## config.mk

```make
export PLATFORM = sky130hd
export DESIGN_NAME = saturating_signed_number_parser_core
export DESIGN_NICKNAME = d
export VERILOG_FILES = /design/src/sv/snp_pkg.sv /design/src/sv/saturating_signed_number_parser_core.sv /design/src/sv/snp_parse.sv /design/src/sv/snp_sign.sv /design/src/sv/snp_clamp.sv
export SDC_FILE = /design/constraint.sdc
export NUM_CORES = 2
export LEC_CHECK = 0
export BUFFER_PORTS_ARGS = -buffer_cell sky130_fd_sc_hd__buf_2
export CAP_MARGIN = 5
export CORE_MARGIN = 4
export CORE_UTILIZATION = 35
export CTS_CLUSTER_SIZE = 24
export DETAILED_ROUTE_END_ITERATION = 12
export GPL_ROUTABILITY_DRIVEN = 0
export HOLD_SLACK_MARGIN = 0.15
export MAX_ROUTING_LAYER = met4
export SETUP_SLACK_MARGIN = 0.15
export SLEW_MARGIN = 10
export SYNTH_ARGS = -nofsm -noshare
export SYNTH_HDL_FRONTEND = slang
export SYNTH_SLANG_ARGS = --single-unit
```

## constraint.sdc

```tcl
create_clock -name clk -period 10.05 [get_ports clk]
set_clock_uncertainty 0.2 [all_clocks]
set_input_delay 1.5075 -clock clk [delete_from_list [all_inputs] [get_ports clk]]
set_output_delay 1.5075 -clock clk [all_outputs]
set_load 0.05 [all_outputs]
```

## src/sv/snp_pkg.sv

```systemverilog
package snp_pkg;

    localparam int VALUE_BITS = 64;
    localparam int COUNT_OUT_BITS = 16;
    localparam int BASE_BITS = 6;
    localparam int INDEX_BITS = 2;

    localparam logic [INDEX_BITS-1:0] REG_NUMBER_BASE = 2'd0;
    localparam logic [INDEX_BITS-1:0] REG_LOWER_CLAMP = 2'd1;
    localparam logic [INDEX_BITS-1:0] REG_UPPER_CLAMP = 2'd2;

    localparam logic [BASE_BITS-1:0] BASE_RESET = 6'd10;
    localparam logic [BASE_BITS-1:0] BASE_MIN = 6'd2;
    localparam logic [BASE_BITS-1:0] BASE_MAX = 6'd36;
    localparam logic [BASE_BITS-1:0] LETTER_OFFSET = 6'd10;

    localparam logic [7:0] CHAR_ZERO = 8'h30;
    localparam logic [7:0] CHAR_NINE = 8'h39;
    localparam logic [7:0] CHAR_UPPER_A = 8'h41;
    localparam logic [7:0] CHAR_UPPER_Z = 8'h5A;
    localparam logic [7:0] CHAR_LOWER_A = 8'h61;
    localparam logic [7:0] CHAR_LOWER_Z = 8'h7A;
    localparam logic [7:0] CHAR_MINUS = 8'h2D;

    localparam logic signed [VALUE_BITS-1:0] SIGNED_MIN = 64'sh8000_0000_0000_0000;
    localparam logic signed [VALUE_BITS-1:0] SIGNED_MAX = 64'sh7FFF_FFFF_FFFF_FFFF;
    localparam logic [COUNT_OUT_BITS-1:0] COUNT_OUT_MAX = 16'hFFFF;

    typedef enum logic [1:0] {
        PH_START  = 2'd0,
        PH_DIGITS = 2'd1,
        PH_DONE   = 2'd2
    } snp_phase_t;

    typedef struct packed {
        logic                  is_digit;
        logic [BASE_BITS-1:0]  value;
    } snp_digit_t;

    // finished parse, before sign handling
    typedef struct packed {
        logic [VALUE_BITS-1:0]     magnitude;
        logic                      negative;
        logic [COUNT_OUT_BITS-1:0] count;
    } snp_rec_t;

    // signed and saturated, before clamping
    typedef struct packed {
        logic signed [VALUE_BITS-1:0] value;
        logic [COUNT_OUT_BITS-1:0]    count;
    } snp_sat_t;

    function automatic snp_digit_t digit_of(input logic [7:0] c);
        snp_digit_t r;
        r.is_digit = 1'b1;
        r.value = '0;
        if (c >= CHAR_ZERO && c <= CHAR_NINE)
        begin
            r.value = BASE_BITS'(c - CHAR_ZERO);
        end
        else if (c >= CHAR_UPPER_A && c <= CHAR_UPPER_Z)
        begin
            r.value = BASE_BITS'(c - CHAR_UPPER_A) + LETTER_OFFSET;
        end
        else if (c >= CHAR_LOWER_A && c <= CHAR_LOWER_Z)
        begin
            r.value = BASE_BITS'(c - CHAR_LOWER_A) + LETTER_OFFSET;
        end
        else
        begin
            r.is_digit = 1'b0;
        end
        return r;
    endfunction

endpackage

```

## src/sv/saturating_signed_number_parser_core.sv

```systemverilog
// The digit step (64x6 multiply-add) is combinational, ahead of the parse record register.
// Throughput: one text byte per cycle, unless a finishing byte waits on a full record.
// Stages: input register, parse record register, sign/saturate register, clamp/output register.
// Reset (rst_n low, async): pipeline empty, parse idle, base 10, clamps at signed limits.
// Config writes take effect on the next cycle and are expected only while idle.
module saturating_signed_number_parser_core
    import snp_pkg::*;
#(
    parameter int COUNT_BITS = 16
)
(
    input  logic                          clk,
    input  logic                          rst_n,
    input  logic                          cfg_write,
    input  logic [INDEX_BITS-1:0]         cfg_index,
    input  logic [VALUE_BITS-1:0]         cfg_data,
    input  logic                          in_valid,
    output logic                          in_ready,
    input  logic [7:0]                    text_byte,
    input  logic                          end_of_text,
    output logic                          out_valid,
    input  logic                          out_ready,
    output logic signed [VALUE_BITS-1:0]  parsed_value,
    output logic [COUNT_OUT_BITS-1:0]     bytes_used
);

    logic [BASE_BITS-1:0]          number_base_reg;
    logic signed [VALUE_BITS-1:0]  lower_clamp_reg;
    logic signed [VALUE_BITS-1:0]  upper_clamp_reg;

    logic     rec_valid;
    logic     rec_ready;
    snp_rec_t rec;
    logic     sat_valid;
    logic     sat_ready;
    snp_sat_t sat;

    always_ff @(posedge clk or negedge rst_n)
    begin
        if (!rst_n)
        begin
            number_base_reg <= BASE_RESET;
            lower_clamp_reg <= SIGNED_MIN;
            upper_clamp_reg <= SIGNED_MAX;
        end
        else if (cfg_write)
        begin
            unique case (cfg_index)
                REG_NUMBER_BASE: number_base_reg <= cfg_data[BASE_BITS-1:0];
                REG_LOWER_CLAMP: lower_clamp_reg <= $signed(cfg_data);
                REG_UPPER_CLAMP: upper_clamp_reg <= $signed(cfg_data);
                default: ;
            endcase
        end
    end

    snp_parse #(
        .COUNT_BITS (COUNT_BITS)
    ) u_parse (
        .clk         (clk),
        .rst_n       (rst_n),
        .number_base (number_base_reg),
        .in_valid    (in_valid),
        .in_ready    (in_ready),
        .text_byte   (text_byte),
        .end_of_text (end_of_text),
        .rec_valid   (rec_valid),
        .rec_ready   (rec_ready),
        .rec         (rec)
    );

    snp_sign u_sign (
        .clk       (clk),
        .rst_n     (rst_n),
        .rec_valid (rec_valid),
        .rec_ready (rec_ready),
        .rec       (rec),
        .sat_valid (sat_valid),
        .sat_ready (sat_ready),
        .sat       (sat)
    );

    snp_clamp u_clamp (
        .clk          (clk),
        .rst_n        (rst_n),
        .lower_clamp  (lower_clamp_reg),
        .upper_clamp  (upper_clamp_reg),
        .sat_valid    (sat_valid),
        .sat_ready    (sat_ready),
        .sat          (sat),
        .out_valid    (out_valid),
        .out_ready    (out_ready),
        .parsed_value (parsed_value),
        .bytes_used   (bytes_used)
    );

endmodule

```

## src/sv/snp_parse.sv

```systemverilog
module snp_parse
    import snp_pkg::*;
#(
    parameter int COUNT_BITS = 16
)
(
    input  logic                 clk,
    input  logic                 rst_n,
    input  logic [BASE_BITS-1:0] number_base,
    input  logic                 in_valid,
    output logic                 in_ready,
    input  logic [7:0]           text_byte,
    input  logic                 end_of_text,
    output logic                 rec_valid,
    input  logic                 rec_ready,
    output snp_rec_t             rec
);

    localparam int CW = (COUNT_BITS > COUNT_OUT_BITS) ? COUNT_BITS : COUNT_OUT_BITS;
    localparam int PROD_BITS = VALUE_BITS + BASE_BITS;

    // input register
    logic       a_valid_reg;
    logic [7:0] a_byte_reg;
    logic       a_last_reg;

    // parse state
    snp_phase_t              phase_reg, phase_next;
    logic [VALUE_BITS-1:0]   acc_reg, acc_next;
    logic                    neg_reg, neg_next;
    logic [COUNT_BITS-1:0]   count_reg, count_next;

    // record register
    logic     rec_valid_reg;
    snp_rec_t rec_reg;

    logic                  in_parse;
    logic                  is_minus;
    logic                  digit_ok;
    logic                  ovf;
    logic                  ended;
    logic                  emit;
    logic                  a_fire;
    logic                  rec_free;
    logic [BASE_BITS-1:0]  base_eff;
    snp_digit_t            dig;
    logic [PROD_BITS-1:0]  prod;
    logic [VALUE_BITS-1:0] acc_step;
    logic                  neg_step;
    logic [COUNT_BITS-1:0] count_step;
    logic [CW-1:0]         count_wide;
    logic [COUNT_OUT_BITS-1:0] count_out;

    always_comb
    begin
        priority if (number_base < BASE_MIN)
            base_eff = BASE_MIN;
        else if (number_base > BASE_MAX)
            base_eff = BASE_MAX;
        else
            base_eff = number_base;
    end

    assign dig = digit_of(a_byte_reg);
    assign in_parse = (phase_reg == PH_START) || (phase_reg == PH_DIGITS);
    assign is_minus = (phase_reg == PH_START) && (a_byte_reg == CHAR_MINUS);
    assign digit_ok = dig.is_digit && (dig.value < base_eff);
    // overflow when acc * base + d no longer fits in 64 bits
    assign prod = PROD_BITS'(acc_reg) * PROD_BITS'(base_eff) + PROD_BITS'(dig.value);
    assign ovf = |prod[PROD_BITS-1:VALUE_BITS];
    assign ended = in_parse && !is_minus && (!digit_ok || ovf);
    assign emit = in_parse && (ended || a_last_reg);

    assign rec_free = !rec_valid_reg || rec_ready;
    assign a_fire = a_valid_reg && (!emit || rec_free);
    assign in_ready = !a_valid_reg || a_fire;

    // next phase
    always_comb
    begin
        phase_next = phase_reg;
        if (a_fire)
        begin
            unique case (phase_reg)
                PH_START, PH_DIGITS: phase_next = ended ? PH_DONE : PH_DIGITS;
                PH_DONE:             phase_next = PH_DONE;
                default:             phase_next = PH_DONE;
            endcase
            if (a_last_reg)
                phase_next = PH_START;
        end
    end

    // datapath
    always_comb
    begin
        acc_step = acc_reg;
        neg_step = neg_reg;
        count_step = count_reg;
        if (is_minus)
        begin
            neg_step = 1'b1;
            count_step = (&count_reg) ? count_reg : count_reg + 1'b1;
        end
        else if (in_parse && digit_ok)
        begin
            acc_step = ovf ? '1 : prod[VALUE_BITS-1:0];
            count_step = (&count_reg) ? count_reg : count_reg + 1'b1;
        end
        count_wide = CW'(count_step);
        count_out = (count_wide > CW'(COUNT_OUT_MAX)) ? COUNT_OUT_MAX
                                                      : count_wide[COUNT_OUT_BITS-1:0];
        acc_next = a_last_reg ? '0 : acc_step;
        neg_next = a_last_reg ? 1'b0 : neg_step;
        count_next = a_last_reg ? '0 : count_step;
    end

    always_ff @(posedge clk or negedge rst_n)
    begin
        if (!rst_n)
        begin
            a_valid_reg <= 1'b0;
            phase_reg <= PH_START;
            acc_reg <= '0;
            neg_reg <= 1'b0;
            count_reg <= '0;
            rec_valid_reg <= 1'b0;
        end
        else
        begin
            if (in_ready)
                a_valid_reg <= in_valid;
            phase_reg <= phase_next;
            if (a_fire)
            begin
                acc_reg <= acc_next;
                neg_reg <= neg_next;
                count_reg <= count_next;
            end
            if (a_fire && emit)
                rec_valid_reg <= 1'b1;
            else if (rec_ready)
                rec_valid_reg <= 1'b0;
        end
    end

    always_ff @(posedge clk)
    begin
        if (in_ready && in_valid)
        begin
            a_byte_reg <= text_byte;
            a_last_reg <= end_of_text;
        end
        if (a_fire && emit)
        begin
            rec_reg.magnitude <= acc_step;
            rec_reg.negative <= neg_step;
            rec_reg.count <= count_out;
        end
    end

    assign rec_valid = rec_valid_reg;
    assign rec = rec_reg;

    a_last_clears: assert property (@(posedge clk) disable iff (!rst_n)
        a_fire && a_last_reg |=> phase_reg == PH_START && acc_reg == '0 && count_reg == '0)
        else $error("parse state not cleared after last byte");

    a_done_silent: assert property (@(posedge clk) disable iff (!rst_n)
        phase_reg == PH_DONE |-> !emit)
        else $error("result produced while skipping");

    a_rec_from_fire: assert property (@(posedge clk) disable iff (!rst_n)
        $rose(rec_valid_reg) |-> $past(a_fire && emit))
        else $error("record appeared without a finishing byte");

    a_count_grows: assert property (@(posedge clk) disable iff (!rst_n)
        a_fire && !a_last_reg |=> count_reg >= $past(count_reg))
        else $error("byte count went down mid-parse");

endmodule

```

## src/sv/snp_sign.sv

```systemverilog
module snp_sign
    import snp_pkg::*;
(
    input  logic     clk,
    input  logic     rst_n,
    input  logic     rec_valid,
    output logic     rec_ready,
    input  snp_rec_t rec,
    output logic     sat_valid,
    input  logic     sat_ready,
    output snp_sat_t sat
);

    logic     sat_valid_reg;
    snp_sat_t sat_reg;
    snp_sat_t sat_next;

    assign rec_ready = !sat_valid_reg || sat_ready;

    always_comb
    begin
        sat_next.count = rec.count;
        if (rec.negative)
            sat_next.value = rec.magnitude[VALUE_BITS-1] ? SIGNED_MIN
                                                         : -$signed(rec.magnitude);
        else
            sat_next.value = rec.magnitude[VALUE_BITS-1] ? SIGNED_MAX
                                                         : $signed(rec.magnitude);
    end

    always_ff @(posedge clk or negedge rst_n)
    begin
        if (!rst_n)
            sat_valid_reg <= 1'b0;
        else if (rec_ready)
            sat_valid_reg <= rec_valid;
    end

    always_ff @(posedge clk)
    begin
        if (rec_ready && rec_valid)
            sat_reg <= sat_next;
    end

    assign sat_valid = sat_valid_reg;
    assign sat = sat_reg;

endmodule

```

## src/sv/snp_clamp.sv

```systemverilog
module snp_clamp
    import snp_pkg::*;
(
    input  logic                          clk,
    input  logic                          rst_n,
    input  logic signed [VALUE_BITS-1:0]  lower_clamp,
    input  logic signed [VALUE_BITS-1:0]  upper_clamp,
    input  logic                          sat_valid,
    output logic                          sat_ready,
    input  snp_sat_t                      sat,
    output logic                          out_valid,
    input  logic                          out_ready,
    output logic signed [VALUE_BITS-1:0]  parsed_value,
    output logic [COUNT_OUT_BITS-1:0]     bytes_used
);

    logic                          out_valid_reg;
    logic signed [VALUE_BITS-1:0]  value_reg;
    logic signed [VALUE_BITS-1:0]  value_next;
    logic [COUNT_OUT_BITS-1:0]     count_reg;

    assign sat_ready = !out_valid_reg || out_ready;

    // when the bounds cross, values below the lower bound take it and all others take the upper bound
    always_comb
    begin
        priority if (sat.value < lower_clamp)
            value_next = lower_clamp;
        else if (upper_clamp < sat.value)
            value_next = upper_clamp;
        else
            value_next = sat.value;
    end

    always_ff @(posedge clk or negedge rst_n)
    begin
        if (!rst_n)
            out_valid_reg <= 1'b0;
        else if (sat_ready)
            out_valid_reg <= sat_valid;
    end

    always_ff @(posedge clk)
    begin
        if (sat_ready && sat_valid)
        begin
            value_reg <= value_next;
            count_reg <= sat.count;
        end
    end

    assign out_valid = out_valid_reg;
    assign parsed_value = value_reg;
    assign bytes_used = count_reg;

endmodule
```

* Word level (Yosys, flattened, before mapping)
Cells that the tools add are included.
Word-level totals: input port bits 80, bits in read-only memories 0, latch bits 0, memories 0, register bits 471, memory bits (writable) 0, output and inout port bits 82
Operators by class: $lt $le $gt $ge 12, shift-type cells 0, multiplexer cells 28, multiply operators 1, eq/ne operators 4, bitwise gates (word level) 0, div/mod/pow operators 0, reduce and logical (&&, ||, !) cells 38, add/sub/neg operators 8
Operator list (number):
- $mux 64 | 8
- $lt 64x64->1 | 2
- $add 70x6->70 | 1
- $mul 64x6->70 | 1
- $mux 16 | 4
- $neg 64->64 | 1
- $mux 63 | 1
- $mux 6 | 5
- $add 16x1->16 const B | 1
- $ge 8x7->1 const B | 2
- $gt 16x16->1 const B | 1
- $le 8x7->1 const B | 2
- $reduce_and 16->1 | 1
- $logic_and 1x1->1 | 14
- $add 6x4->6 const B | 2
- $sub 6x6->6 const B | 2
- $eq 8x6->1 const B | 1
- $ge 8x6->1 const B | 1
- $le 8x6->1 const B | 1
- $logic_or 1x1->1 | 8
- $logic_not 1->1 | 7
- $mux 1 | 7
- $gt 6x6->1 const B | 1
- $lt 6x2->1 const B | 1
- other kinds (10) | 16

* Logic depth before layout (Yosys ltp)
depth after elaboration 17, gate-level depth with buffers 27, mapped depth without buffers 24

* By module
From an unflattened synthesis, not the netlist that was laid out.
Second synthesis, totals: cells, all modules 3670, area total of the unflattened synthesis 38740.9 sq um
Modules (own cells, without submodules):
- snp_parse | area each 21174.1 sq um, instances 1, cells each 2153, sequential area each 4829.6 sq um
- snp_clamp | area each 7247.0 sq um, instances 1, cells each 785, sequential area each 2427.3 sq um
- saturating_signed_number_parser_core | area each 5685.5 sq um, instances 1, cells each 285, sequential area each 3435.8 sq um
- snp_sign | area each 4634.4 sq um, instances 1, cells each 447, sequential area each 2427.3 sq um

* Worst setup path before layout
No wires, ideal clock.
path type register -> register, start reg number_base_reg[2], end reg u_parse.rec_reg, in the netlist u_parse.rec[0] (enable), data required time 9.329 ns, clock period less this slack 10.399 ns, stages on the path, launching flop included 27, slack -0.349 ns, arrival time 9.678 ns, cell sequence dfrtp_1 -> or4_1 -> o211a_1 -> clkbuf_1 -> clkbuf_1 -> and2_1 -> fa_1 -> inv_1 -> fa_1 -> inv_1 -> fa_1 -> inv_1 -> fa_1 -> inv_1 -> ha_1 -> o211ai_1 -> o21ai_0 -> o311ai_1 -> a211o_1 -> and4b_1 -> nor3b_2 -> o2111ai_1 -> o31ai_4 -> o21ai_2 -> buf_2 -> buf_2 -> nor2_1
Between the ends: longest elaborated chain between the ends 14
Ends and longest elaborated chain:
- start: declaration | RTL line saturating_signed_number_parser_core.sv:27 | logic [BASE_BITS-1:0] number_base_reg;
- start signal: assignment | RTL line saturating_signed_number_parser_core.sv:49 | REG_NUMBER_BASE: number_base_reg <= cfg_data[BASE_BITS-1:0];
- $gt 6x6->1 | RTL line snp_parse.sv:58 | else if (number_base > BASE_MAX)
- $mux 6 | RTL line snp_parse.sv:58
- $mux 6 (*) | RTL line snp_parse.sv:56 | priority if (number_base < BASE_MIN)
- $mul 64x6->70 or $lt 6x6->1 (tied branches) | RTL line snp_parse.sv:69, snp_parse.sv:67
- $add 70x6->70 or $logic_and 1x1->1 (tied branches) | RTL line snp_parse.sv:69, snp_parse.sv:67
- $reduce_or 6->1 or $logic_not 1->1 (tied branches) | RTL line snp_parse.sv:70, snp_parse.sv:71
- $logic_or 1x1->1 (*) | RTL line snp_parse.sv:71 | assign ended = in_parse && !is_minus && (!digit_ok || ovf);
- $logic_and 1x1->1 (*) | RTL line snp_parse.sv:71
- $logic_or 1x1->1 (*) | RTL line snp_parse.sv:72 | assign emit = in_parse && (ended || a_last_reg);
- $logic_and 1x1->1 (*) | RTL line snp_parse.sv:72
- $logic_not 1->1 | RTL line snp_parse.sv:75 | assign a_fire = a_valid_reg && (!emit || rec_free);
- $logic_or 1x1->1 | RTL line snp_parse.sv:75
- $logic_and 1x1->1 | RTL line snp_parse.sv:75
- $logic_and 1x1->1 (*) | RTL line snp_parse.sv:154 | if (a_fire && emit)
- end: declaration | RTL line snp_parse.sv:35 | snp_rec_t rec_reg;
Every way passes the cells marked *; elsewhere a longest branch is shown, timed or not. A chain may end at the register's enable or synchronous reset.

* Worst setup path after layout
start reg number_base_reg[2], end out in_ready
Between the ends: longest elaborated chain between the ends 14
Ends and longest elaborated chain:
- $gt 6x6->1 | RTL line snp_parse.sv:58
- $mux 6 | RTL line snp_parse.sv:58
- $mux 6 (*) | RTL line snp_parse.sv:56
- $mul 64x6->70 or $lt 6x6->1 (tied branches) | RTL line snp_parse.sv:69, snp_parse.sv:67
- $add 70x6->70 or $logic_and 1x1->1 (tied branches) | RTL line snp_parse.sv:69, snp_parse.sv:67
- $reduce_or 6->1 or $logic_not 1->1 (tied branches) | RTL line snp_parse.sv:70, snp_parse.sv:71
- $logic_or 1x1->1 (*) | RTL line snp_parse.sv:71
- $logic_and 1x1->1 (*) | RTL line snp_parse.sv:71
- $logic_or 1x1->1 (*) | RTL line snp_parse.sv:72
- $logic_and 1x1->1 (*) | RTL line snp_parse.sv:72
- $logic_not 1->1 (*) | RTL line snp_parse.sv:75
- $logic_or 1x1->1 (*) | RTL line snp_parse.sv:75
- $logic_and 1x1->1 (*) | RTL line snp_parse.sv:75
- $logic_or 1x1->1 (*) | RTL line snp_parse.sv:76 | assign in_ready = !a_valid_reg || a_fire;
- end: declaration | RTL line saturating_signed_number_parser_core.sv:18 | output logic in_ready,
Marked as above.

==> results.py <==
metrics = {
    "floorplanning": {
        "core_region_area_mm2": 0.111,
        "die_w_um": 343,
        "std_cell_rows": 122,
        "pin_count": 162,
        "die-area_mm2": 0.118,
        "start_util": 0.354,
        "die_h_um": 343,
    },
    "timing": {
        "finalHoldViolations": 0,
        "setup_violations": 0,
        "tightest_slew_ns": 1.03,
        "drv_slew": 0,
        "grt_setup_unrepaired": "false",
        "final.min_clock_period_ns": 9.53,
        "clock.fmax_mhz": 105,
        "setup_slack_ns": 0.521,
        "slew_headroom": 0.313,
        "tns_ns": 0,
        "layout_worst_path_cycle_share": 0.948,
    },
    "worst_setup_path": {
        "cpMaxStageDelayCell": "or4_1",
        "crit_path_end_kind": "output pin",
        "critical_path_buf_inv_count": 2,
        "cp-start-kind": "flip-flop",
        "critPathKind": "reg2out",
        "arrival_ns": 7.82,
        "crit_family": "simple AND/OR/NAND/NOR gates",
        "cp_cell_sequence": "or4_1 -> o211a_1 -> buf_4 -> and2_1 -> fa_1 -> fa_1 -> fa_1 -> ha_1 -> ha_1 -> nand4_1 -> or4_1 -> a2111oi_2 -> o2111ai_1 -> nand3_1 -> o2111ai_1 -> o31ai_4 -> nor2_1 -> nand2_1 -> buf_2",
        "path_max_fanout": 26,
        "critical_path.max_stage_delay_ns": 0.66,
        "crit_required_ns": 8.34,
        "crit_top_cell": "fa_1",
    },
    "power": {
        "combinationalPowerShare": 0.382,
        "clkPwrFrac": 0.267,
        "switching_share": 0.396,
        "power.switching_w": 0.00307,
        "p_seq_frac": 0.351,
        "p_leak_nw": 19.5,
        "vdd_drop_max_mv": 0.137,
        "power_per_cell_area_mw_per_mm2": 178,
        "power.internal_w": 0.00469,
    },
    "cts": {
        "clk_pin_slew_ns": 0.06,
        "cts_made_buffers": 54,
        "h-tree-depth": 2,
        "clock-sinks": 471,
        "clock_path_buffers": 3,
        "ctsHoldBuffers": 0,
        "clock_latency_ns": 0.65,
        "clockRootBuffer": "clkbuf_16",
        "cts_tree": "yes",
    },
    "logic_synthesis": {
        "synth_nets": 4535,
        "synthFlopType": "edfxtp_1",
        "synth-seq-cells": 471,
        "synth.most_common_cell": "nor2_1",
        "ys_async_sr_fraction": 0.469,
        "synth_enable_flop_cells": 250,
        "ys_top_cells_by_area": "edfxtp_1 (19%), fa_1 (13%), dfrtp_1 (9.8%)",
        "netlist_instances": 3916,
        "synth_cell_types": 87,
        "yosys_warnings": 0,
        "synth-seq-area-share": 0.333,
        "synth_top_area_share": 0.191,
        "synthTopCellsByCount": "nor2_1 (350), and2_1 (318), nand2_1 (297)",
        "yosysTopAreaCell": "edfxtp_1",
        "synth.avg_cell_area_um2": 10.1,
        "netlist_area_mm2": 0.0394,
    },
    "drt": {
        "met2_wirelength_um": 50400,
        "drt_iter0_drc": 2195,
        "met3_length_um": 6020,
        "top_layer": "met4",
        "wirelength_um": 109000,
        "vias_per_cell": 5.40,
        "final_antenna_net_count": 0,
        "wire_per_inst_um": 19.8,
        "drc_errors": 0,
        "via_count": 29700,
        "wl_met1_um": 48600,
        "dr.pass1.iters": 6,
    },
    "grt": {
        "grt_overflow": 0,
        "grt_pass1_vias": 29400,
        "antenna_found_initial": 6,
        "grt_max_degree": 135,
        "grt_usage": 0.188,
        "grt_pass1_wl_um": 172000,
    },
    "run": {
        "maxCapViolCount": 0,
    },
    "final_layout": {
        "largest_register_ffs": 81,
        "drive_above_1_share": 0.151,
        "area_growth_syn_to_layout_pct": 10.6,
        "num-nets-final": 4591,
    },
    "placed_design": {
        "place_ws_ns": 0.769,
        "dp_hpwl_um": 82100,
        "port_buffers": 161,
    },
    "status": {
        "status": "completed",
    },
    "min_path": {
        "hp-class": "reg2reg",
    },
}
==> area by class of cell <==
class | count | area, um2
clock buffers | 65 | 1460
fillers | 10900 | 67700
clock inverters | 37 | 420
flip-flops and latches | 471 | 13100
well taps | 1488 | 1860
inverters | 209 | 785
repair buffers | 204 | 1180
multi-input cells | 3032 | 24800
diodes | 1 | 2.50
==> per-layer routing <==
layer	GRT usage	up-vias
li1	-	14000
met1	0.253	14700
met2	0.298	792
met3	0.0229	176
met4	0.0599	0
met5	-	-
==> layout by cell type, fill, tap and decap left out, drive strengths merged, types with 22 or more instances in the layout <==
cell | synthesis | final
ha | 287 | 287
buf | 39 | 204
o31ai | 22 | 22
o41ai | 50 | 50
o21ai | 201 | 201
nor3 | 109 | 109
dfstp | 66 | 66
clkbuf | 166 | 65
fa | 252 | 252
a31oi | 27 | 27
a21oi | 177 | 177
xor2 | 40 | 40
nand2 | 297 | 297
a221oi | 72 | 72
edfxtp | 250 | 250
mux2 | 136 | 136
xnor2 | 71 | 71
nor2b | 79 | 79
nand3 | 26 | 26
a21o | 62 | 62
nor2 | 350 | 351
nand2b | 25 | 25
mux2i | 131 | 131
nand4 | 53 | 53
dfrtp | 155 | 155
and2 | 318 | 318
inv | 209 | 217
==> path summary, 6_finish.rpt <==
path                                          from               endpoint  slack, ns  cells after the start
worst max-delay path            number_base_reg[2]               in_ready       0.52                     19
worst min-delay path                 u_sign.sat[1]  u_clamp.bytes_used[1]       0.22                      0
worst max register to register  number_base_reg[2]        u_parse.rec[48]       1.79                     20
worst min register to register       u_sign.sat[1]  u_clamp.bytes_used[1]       0.22                      0
max in group asynchronous                    rst_n    u_parse.acc_reg[39]       7.51                      2
min in group asynchronous                    rst_n    lower_clamp_reg[20]       0.71                      1
==> stage by stage <==
stage | hold slack [ns] | util | cell area, um2 | std cells | power, W
4_1_cts | 0.220 | 0.391 | 43600 | 5504 | 0.00783
2_1_floorplan | 0.200 | - | 39400 | 3916 | 0.00485
5_1_grt | 0.230 | 0.392 | 43600 | 5507 | 0.00826
3_5_place_dp | 0.205 | 0.374 | 41700 | 5402 | 0.00571
6_report | 0.220 | 0.392 | 43600 | 5507 | 0.00776
3_3_place_gp | 0.203 | 0.374 | 41700 | 5402 | 0.00567
==> timing repair <==
| action | 4_1_cts | 5_1_grt |
|---|---|---|
| gates cloned | 0 | 1 |
| endpoints found under the setup margin | 1 | 1 |
| setup buffers | 0 | 1 |
| pin swaps | 0 | 2 |
| resized for setup | 1 | 5 |
==> cells by family after synthesis <==
group / Yosys count / share of synthesized area
flip-flops: 471 / 0.333
adder cells (fa/ha/maj): 539 / 0.219
XOR/XNOR: 111 / 0.0247
buffers and inverters: 414 / 0.0415
AND/OR/NAND/NOR: 1347 / 0.176
AO/OA/AOI/OAI: 767 / 0.134
multiplexers: 267 / 0.0722
==> power by group through the flow <==
stage               clock (W)  sequential [W]  combinational (W)
finish                0.00207         0.00272            0.00297
CTS                   0.00214         0.00272            0.00298
global route          0.00221         0.00276            0.00329
floorplan                   0         0.00290            0.00195
detailed placement          0         0.00275            0.00295
global placement            0         0.00275            0.00292
Note: power is estimated with default switching activity, not from simulation.
